### config.mk
export PLATFORM = sky130hd
export DESIGN_NAME = dwm_cell
export DESIGN_NICKNAME = d
export VERILOG_FILES = /design/src/sv/dwm_pkg.sv /design/src/sv/dwm_cell.sv
export SDC_FILE = /design/constraint.sdc
export NUM_CORES = 1
export LEC_CHECK = 0
export BUFFER_PORTS_ARGS = -buffer_cell sky130_fd_sc_hd__clkbuf_2
export CAP_MARGIN = 20
export CELL_PAD_IN_SITES_DETAIL_PLACEMENT = 0
export CELL_PAD_IN_SITES_GLOBAL_PLACEMENT = 2
export CORE_MARGIN = 4
export CORE_UTILIZATION = 16
export CTS_CLUSTER_SIZE = 25
export DETAILED_ROUTE_END_ITERATION = 8
export MAX_ROUTING_LAYER = met4
export PLACE_DENSITY = 0.76
export SYNTH_ARGS = -nofsm -noshare
export SYNTH_HDL_FRONTEND = slang
export SYNTH_SLANG_ARGS = --single-unit
### constraint.sdc
create_clock -name clk -period 2.4 [get_ports clk]
set_input_delay 0.48 -clock clk [delete_from_list [all_inputs] [get_ports clk]]
set_output_delay 0.48 -clock clk [all_outputs]
set_load 0.01 [all_outputs]
### src/sv/dwm_pkg.sv
// ============================================================================
// dwm_pkg: shared types and codes for the deque with middle access
// Command and status codes, the beat payload structs and the cell opcode.
// ============================================================================
package dwm_pkg;

    localparam int CMD_W    = 3;
    localparam int STATUS_W = 2;
    localparam int COUNT_W  = 7;
    localparam int DATA_W   = 32;

    // Command codes carried in the cmd field.
    localparam logic [CMD_W-1:0] CMD_PUSH_BACK   = 3'd0;
    localparam logic [CMD_W-1:0] CMD_POP_BACK    = 3'd1;
    localparam logic [CMD_W-1:0] CMD_PUSH_FRONT  = 3'd2;
    localparam logic [CMD_W-1:0] CMD_POP_FRONT   = 3'd3;
    localparam logic [CMD_W-1:0] CMD_PUSH_MIDDLE = 3'd4;
    localparam logic [CMD_W-1:0] CMD_POP_MIDDLE  = 3'd5;

    // Status codes carried in the status field.
    localparam logic [STATUS_W-1:0] STATUS_DONE  = 2'd0;
    localparam logic [STATUS_W-1:0] STATUS_EMPTY = 2'd1;
    localparam logic [STATUS_W-1:0] STATUS_FULL  = 2'd2;

    typedef struct packed {
        logic [CMD_W-1:0]         cmd;
        logic signed [DATA_W-1:0] value;
    } cmd_beat_t;

    typedef struct packed {
        logic [STATUS_W-1:0]      status;
        logic [COUNT_W-1:0]       count;
        logic signed [DATA_W-1:0] removed_value;
    } rsp_beat_t;

    // The operation that every cell of the row carries out.
    typedef enum logic [1:0] {
        OP_HOLD,
        OP_PUSH,
        OP_POP
    } cell_op_t;

    typedef struct packed {
        cell_op_t                 op;
        logic signed [DATA_W-1:0] value;
    } cell_ctrl_t;

endpackage

### src/sv/dwm_cell.sv
// ============================================================================
// dwm_cell: one storage cell of the element row
// Holds one element, takes a neighbor's element or the new value on a shift and passes the
// removed element along the read chain toward the front.
// ============================================================================
module dwm_cell #(
    parameter int IDX = 0,
    parameter int PW  = 6
) (
    input  logic                               clk,
    input  dwm_pkg::cell_ctrl_t                ctrl,
    input  logic [PW-1:0]                      pos,
    input  logic signed [dwm_pkg::DATA_W-1:0]  left_data,
    input  logic signed [dwm_pkg::DATA_W-1:0]  right_data,
    input  logic signed [dwm_pkg::DATA_W-1:0]  rem_in,
    output logic signed [dwm_pkg::DATA_W-1:0]  data,
    output logic signed [dwm_pkg::DATA_W-1:0]  rem_out
);

    logic signed [dwm_pkg::DATA_W-1:0] data_reg;
    logic signed [dwm_pkg::DATA_W-1:0] data_next;
    logic                              at_pos;
    logic                              above_pos;

    assign at_pos    = (PW'(IDX) == pos);
    assign above_pos = (PW'(IDX) > pos);

    always_comb
    begin
        data_next = data_reg;
        case (ctrl.op)
            dwm_pkg::OP_PUSH:
            begin
                if (above_pos)
                begin
                    data_next = left_data;
                end
                else if (at_pos)
                begin
                    data_next = ctrl.value;
                end
            end
            dwm_pkg::OP_POP:
            begin
                if (above_pos || at_pos)
                begin
                    data_next = right_data;
                end
            end
            default:
            begin
                data_next = data_reg;
            end
        endcase
    end

    always_ff @(posedge clk)
    begin
        data_reg <= data_next;
    end

    assign data    = data_reg;
    // Only the addressed cell contributes to the read chain.
    assign rem_out = at_pos ? (rem_in | data_reg) : rem_in;

endmodule

==> flow_summary.ini, run 1 <==
[logic_synthesis]
yosys-top-cells-count = 32 x a31o_2, 32 x edfxtp_1, 30 x mux2_2
synth-seq-cells = 32
yosysUniqueCellTypes = 12
synth-simple-area-share = 0.0217
syn_nets = 248
syn_inst = 111
synthAdderAreaFrac = 0
ys_seq_area_frac = 0.555
yosysTopAreaCellShare = 0.555
synth_edf_count = 32
muxShareOfSynthArea = 0.208
synth_xor_area_frac = 0.00506
synth_area_leader_cell = edfxtp_1
synthArstFlopShare = 0
synth_flop_cell = edfxtp_1
yosys_warnings = 0
synthTopCellsByArea = edfxtp_1 55%, mux2_2 20%, a31o_2 16%
syn_area_per_cell_um2 = 15.6
syn-cell-area_um2 = 1730
synth_top_family_by_area = multiplexers
synth_compound_area_frac = 0.162

[placed_design]
portBuffers = 168
routabilityCongestion = 0.730
hpwl_um = 4770

[sta]
setup-tns-final_ns = 0
final_max_slew_viol_count = 0
rsz0062_at_grt = no
finalHoldViolCount = 0
min_period_ns = 2.09
worst_pin_slew_ns = 0.440
relSlewSlack = 0.706
clock.fmax_mhz = 480
post-route-period-util = 0.869
setup_viol_count_final = 0

[route]
num_vias = 1686
drt_pre_antenna_iters = 4
vias_per_cell = 4.04
drc_errors = 0
routed_wl_um = 6070
drtAntennaViolNets = 0
drtIter0Drc = 34
post_drt_wl_per_cell_um = 14.6

[final_layout]
largest_register_ff_count = 32
nets = 417
diodes = 0
area_delta_synth_final_pct = 62.1
drive_gt1_frac = 0.872
nFillCells = 1132

[critical_path]
startpoint_type = input pin
critical_path.endpoint_type = primary output
crit_arrival_ns = 1.61
worst-path-max-fanout = 33
critPathKind = in2out
crit_required_ns = 1.92

[cts]
clk_pin_slew_ns = 0.07
numCtsBuffers = 5
cts_max_path_buffers = 2
cts.sinks = 32
cts_setup_buffers = 0
cts_tree = done
cts_hold_buf = 0
cts_resized = 0
cts-root-buf = clkbuf_8
htreeDepth = 2

[min_path]
hold_path_class = in2reg

[flow_run]
drv_cap = 0

[floorplan]
rows = 37
design.die.area_um2 = 12600
io_pins = 201
core-area_um2 = 10400
initial_core_util = 0.166
die_x_um = 112
fp.dieH_um = 112

[power_and_ir_drop]
p_per_area_nw_per_um2 = 455
power_w = 0.00128
ir_drop_uv = 156
leakage_nw = 1.30

[grt]
grt_pass1_vias = 1813
antenna_found_initial = 0
grt_pass1_wl_um = 9250
grt_util_all_layers = 0.0961
grt_max_degree = 34
overflow = 0

[status]
status = finished clean
worst max-delay path, cell delays in order:
cell and delay (ns):
clkbuf_2 0.10, nor4_4 0.25, buf_4 0.40, a31o_2 0.24
clkbuf_2 0.13
cell type report:
class	instances	area (um2)	share of cell area
Sequential cell	32	961	0.342
Timing Repair Buffer	172	896	0.319
Multi-Input combinational cell	69	698	0.249
Tap cell	136	170	0.0606
Clock buffer	5	68.8	0.0245
Clock inverter	3	13.8	0.00490
logic make-up after synthesis:
logic type	count (synthesis)
flops	32
xor+xnor	1
simple gates	4
buf+inv	10
compound gates	32
mux	32
cells in the final DEF (no fill, tap or decap):
cell | netlist | routed
clkbuf_2 | 1 | 168
a31o_2 | 32 | 32
edfxtp_1 | 32 | 32
mux2_2 | 30 | 30
clkbuf_8 | 0 | 5
mux2_1 | 2 | 2
clkinv_2 | 0 | 2
buf_12 | 0 | 2
buf_4 | 0 | 2
nor2b_4 | 0 | 1
nor4_4 | 1 | 1
nor2_2 | 0 | 1
xor2_1 | 1 | 1
and3_2 | 0 | 1
clkinv_1 | 0 | 1
path summary, 6_finish.rpt:
| kind | start | endpoint | slack [ns] | cells after the start |
|---|---|---|---|---|
| min | ctrl[6] | data[6]$_DFFE_PP_ | 0.49 | 2 |
| max | pos[3] | rem_out[27] | 0.31 | 5 |
through the flow:
stage / worst slack, ns / utilization / instance area, um2 / hold WS [ns] / cells
final: 0.315 / 0.270 / 2810 / 0.489 / 417
after global routing: 0.225 / 0.270 / 2810 / 0.476 / 417
after CTS: 0.293 / 0.270 / 2810 / 0.478 / 417
after detailed placement: 0.294 / 0.262 / 2730 / 0.779 / 409
after global placement: 0.312 / 0.262 / 2730 / 0.768 / 409
after floorplan: 0.0931 / - / 1730 / 0.681 / 111
power by group:
group | switching, W | internal (W) | total [W]
Sequential | 0.00000232 | 0.000624 | 0.000626
Combinational | 0.000101 | 0.000149 | 0.000250
Clock | 0.000204 | 0.000197 | 0.000401
per-layer routing:
metal  global-route usage  vias to the layer above  wire length (um)  share of wire
met5                    -                        -                 0              0
met3               0.0216                        7               478          0.079
met2                0.174                       90              3240           0.53
met1                0.103                      796              2270           0.37
li1                     -                      793                 -              -
met4               0.0337                        0                82          0.014
(Power assumes the default switching activity.)
==> run 2: changes to the inputs <==
CORE_ASPECT_RATIO = 0.8   (was not set)
CORE_UTILIZATION = 17   (was 16)
PLACE_DENSITY = 0.77   (was 0.76)
clock period = 2 ns   (was 2.4 ns; I/O delays follow)
==> run 2 against run 1 <==
Net effect: worst setup slack worse by 0.22 ns; count of clock-buffer cells in the layout up 2; clock power is 81% higher; combinational power increased by 21%; die area fell by 5.4%; non-clock buffer count is 2 higher; sequential power increased by 20%; sequential share of layout area down 0.96 points.
==> flow_summary.ini, run 2 (synthesis gave the netlist of run 1 again) <==
[status]
status = finished clean

[grt]
grt_util_all_layers = 0.0974
overflow = 0
antenna_found_initial = 0
grt_pass1_wl_um = 8890
grt_pass1_vias = 1776
grt_max_degree = 33

[floorplan]
die_x_um = 121
design.die.area_um2 = 11900
io_pins = 201
initial_core_util = 0.177
core-area_um2 = 9810
fp.dieH_um = 98.3
rows = 32

[final_layout]
drive_gt1_frac = 0.866
area_delta_synth_final_pct = 66.8
largest_register_ff_count = 32
multiInputGateArea_um2 = 698
nFillCells = 1011
final_cell_mix = 168 x clkbuf_2, 32 x a31o_2, 32 x edfxtp_1
fin_cells = 419
final_common_cell = clkbuf_2
final-seq-area_um2 = 961
nets = 419
diodes = 0

[route]
drt_pre_antenna_iters = 3
met2_wirelength_um = 2680
vias_per_cell = 3.94
routed_wl_um = 5750
num_vias = 1649
drtAntennaViolNets = 0
post_drt_wl_per_cell_um = 13.7
wl_met1_um = 2420
drc_errors = 0
wl_met3_um = 594
top_layer = met4
drtIter0Drc = 38

[sta]
finalHoldViolCount = 0
worst_pin_slew_ns = 0.294
rsz0062_at_grt = no
clock.fmax_mhz = 525
post-route-period-util = 0.953
setup_viol_count_final = 0
setup-tns-final_ns = 0
fin_hold_ws_ns = 0.420
relSlewSlack = 0.803
min_period_ns = 1.91
final_max_slew_viol_count = 0

[power_and_ir_drop]
pwr-share-seq = 0.422
p_per_area_nw_per_um2 = 616
clkPwrFrac = 0.407
sw_frac_of_total = 0.220
switchingPower_w = 0.000391
leakage_nw = 1.33
p_int_w = 0.00139
ir_drop_uv = 255
power_w = 0.00178
comb_power_share = 0.170

[cts]
cts_tree = done
clk_pin_slew_ns = 0.05
htreeDepth = 2
cts-root-buf = clkbuf_16
numCtsBuffers = 5
cts_max_path_buffers = 2
cts_setup_buffers = 0
cts_hold_buf = 0
cts.sinks = 32
cts_resized = 0

[critical_path]
crit_required_ns = 1.60
crit_arrival_ns = 1.51
crit_path_frequent_cell = clkbuf_2
critical_path.endpoint_type = primary output
worst-path-max-fanout = 19
startpoint_type = input pin
critPathKind = in2out
cp_slowest_cell = nor4_4
max_stage_delay_ns = 0.35
path_cells = clkbuf_2 -> nor4_4 -> buf_4 -> a31o_2 -> clkbuf_2

[placed_design]
dp_cells = 411
portBuffers = 168
hpwl_um = 4510
routabilityCongestion = 0.712

[min_path]
holdPathEnd = data[5]$_DFFE_PP_
hold_path_class = in2reg
min-delay-start = ctrl[5]
min_path_cells = 2

[flow_run]
drv_cap = 0
## run 2: cell types whose count changed in the layout (fill, tap and decap cells not counted)
cell | previous run | this run
buf_12 | 2 | 3
buf_4 | 2 | 3
clkbuf_1 | 0 | 2
clkbuf_16 | 0 | 5
clkbuf_8 | 5 | 0
clkinv_2 | 2 | 0
## run 2: power groups by stage
stage          Sequential [W]  Combinational, W  Clock [W]
6_report             0.000752          0.000303   0.000725
5_1_grt              0.000752          0.000334   0.000793
4_1_cts              0.000751          0.000309   0.000771
3_5_place_dp         0.000765          0.000308          0
3_3_place_gp         0.000765          0.000302          0
2_1_floorplan        0.000768          0.000145          0
## run 2: area by class of cell
class | instances | share of cell area
timing repair buffer | 174 | 0.320
sequential | 32 | 0.333
clock buffer | 7 | 0.0459
tap | 136 | 0.0589
clock inverter | 1 | 0.00130
multi-input combinational | 69 | 0.242
## run 2: how the worst max path moves through the flow
stage | end | cells after the start | startpoint
after floorplan | data[0]$_DFFE_PP_ | 3 | pos[3]
after global placement | rem_out[19] | 5 | pos[3]
after detailed placement | rem_out[12] | 5 | pos[3]
after CTS | rem_out[4] | 5 | pos[3]
after global routing | rem_out[11] | 5 | pos[3]
final | rem_out[10] | 5 | pos[3]
## run 2: per-stage QoR
step | util | setup slack, ns | instance area (um2)
finish | 0.295 | 0.0946 | 2890
global placement | 0.281 | 0.128 | 2750
global route | 0.295 | 0.0134 | 2890
detailed placement | 0.281 | 0.108 | 2750
floorplan | - | 0.104 | 1730
CTS | 0.295 | 0.106 | 2890
## run 2: layer usage
metal | vias to the layer above | track usage
met2 | 109 | 0.160
met1 | 738 | 0.115
met3 | 5 | 0.0324
li1 | 797 | -
met4 | 0 | 0.0261
met5 | - | -
## run 2: critical path: cells and delay by family
family                 cells  cell delay, ns
and+or+nand+nor            1            0.35
buffers and inverters      3            0.54
AOI/OAI and AO/OA          1            0.20
==> run 3: changes to the inputs <==
MAX_ROUTING_LAYER = not set   (was met4)
==> run 3 against run 2 <==
Net effect: cell area stayed put; flip-flop and latch count stayed put; first-iteration DRC count stayed put; critical endpoint unchanged; highest routed layer unchanged.
==> flow_summary.ini, run 3 (synthesis gave the netlist of run 1 again) <==
[sta]
setup-tns-final_ns = 0
rsz0062_at_grt = no
finalHoldViolCount = 0
min_period_ns = 1.90
post-route-period-util = 0.952
setup_slack_ns = 0.0954
worst_pin_slew_ns = 0.291
clock.fmax_mhz = 525
setup_viol_count_final = 0
relSlewSlack = 0.804
final_max_slew_viol_count = 0

[floorplan]
rows = 32
io_pins = 201
fp.dieH_um = 98.3
die_x_um = 121
initial_core_util = 0.177
design.die.area_um2 = 11900
core-area_um2 = 9810

[cts]
cts_max_path_buffers = 2
numCtsBuffers = 5
cts_hold_buf = 0
cts_resized = 0
cts_tree = done
cts.sinks = 32
cts_setup_buffers = 0
htreeDepth = 2
clk_pin_slew_ns = 0.05
cts-root-buf = clkbuf_16

[route]
num_vias = 1648
drtAntennaViolNets = 0
routed_wl_um = 5750
top_layer = met4
met2_wirelength_um = 2680
wl_met1_um = 2340
drtIter0Drc = 38
post_drt_wl_per_cell_um = 13.7
wl_met3_um = 678
drt_pre_antenna_iters = 3
drc_errors = 0
vias_per_cell = 3.93

[grt]
grt_max_degree = 33
grt_util_all_layers = 0.0946
grt_pass1_vias = 1772
overflow = 0
grt_pass1_wl_um = 8910
antenna_found_initial = 0

[critical_path]
crit_required_ns = 1.60
critPathLaunch = pos[3]
worst-path-max-fanout = 19
startpoint_type = input pin
critPathKind = in2out
crit_arrival_ns = 1.50
crit_end = rem_out[10]
critical_path.endpoint_type = primary output

[placed_design]
routabilityCongestion = 0.704
hpwl_um = 4510
place_ws_ns = 0.108
portBuffers = 168

[power_and_ir_drop]
ir_drop_uv = 254
p_per_area_nw_per_um2 = 616
leakage_nw = 1.33

[final_layout]
area_delta_synth_final_pct = 66.8
nets = 419
drive_gt1_frac = 0.866
final_cell_mix = 168 x clkbuf_2, 32 x a31o_2, 32 x edfxtp_1
largest_register_ff_count = 32
diodes = 0
multiInputGateArea_um2 = 698
final_common_cell = clkbuf_2
nFillCells = 1011
final-seq-area_um2 = 961

[status]
status = finished clean

[flow_run]
drv_cap = 0

[min_path]
hold_path_class = in2reg
## run 3: cell counts in the layout (fill, tap and decap cells not counted)
No cell type changed its count.
## run 3: final cells by class
type	instances	area share
Sequential cell	32	0.333
Timing Repair Buffer	174	0.320
Multi-Input combinational cell	69	0.242
Tap cell	136	0.0589
Clock buffer	7	0.0459
Clock inverter	1	0.00130
## run 3: worst min path at each step
stage | from | to | depth (start not counted) | slack (ns)
after floorplan | ctrl[5] | data[5]$_DFFE_PP_ | 1 | 0.60
after global placement | ctrl[5] | data[5]$_DFFE_PP_ | 2 | 0.68
after detailed placement | right_data[6] | data[6]$_DFFE_PP_ | 2 | 0.70
after CTS | right_data[6] | data[6]$_DFFE_PP_ | 2 | 0.41
after global routing | ctrl[5] | data[5]$_DFFE_PP_ | 2 | 0.41
final | ctrl[5] | data[5]$_DFFE_PP_ | 2 | 0.42
## run 3: report_power, final
group,switching (W),internal [W]
registers,0.00000252,0.000749
logic,0.000121,0.000182
clock network,0.000268,0.000458
total,0.000391,0.00139
## run 3: routing by layer
layer | vias up | global-route usage
li1 | 797 | -
met1 | 737 | 0.111
met3 | 5 | 0.0382
met2 | 109 | 0.160
met4 | 0 | 0.0261
met5 | - | 0
## run 3: per-stage QoR
step	power (W)	util	area [um2]	instances	hold WS [ns]
3_5_place_dp	0.00107	0.281	2750	411	0.697
2_1_floorplan	0.000913	-	1730	111	0.601
6_report	0.00178	0.295	2890	419	0.420
4_1_cts	0.00183	0.295	2890	419	0.410
5_1_grt	0.00188	0.295	2890	419	0.413
3_3_place_gp	0.00107	0.281	2750	411	0.682
## run 3: critical path, cell delays in order
cell and delay [ns]:
clkbuf_2 0.10, nor4_4 0.34, buf_4 0.32, a31o_2 0.20
clkbuf_2 0.12
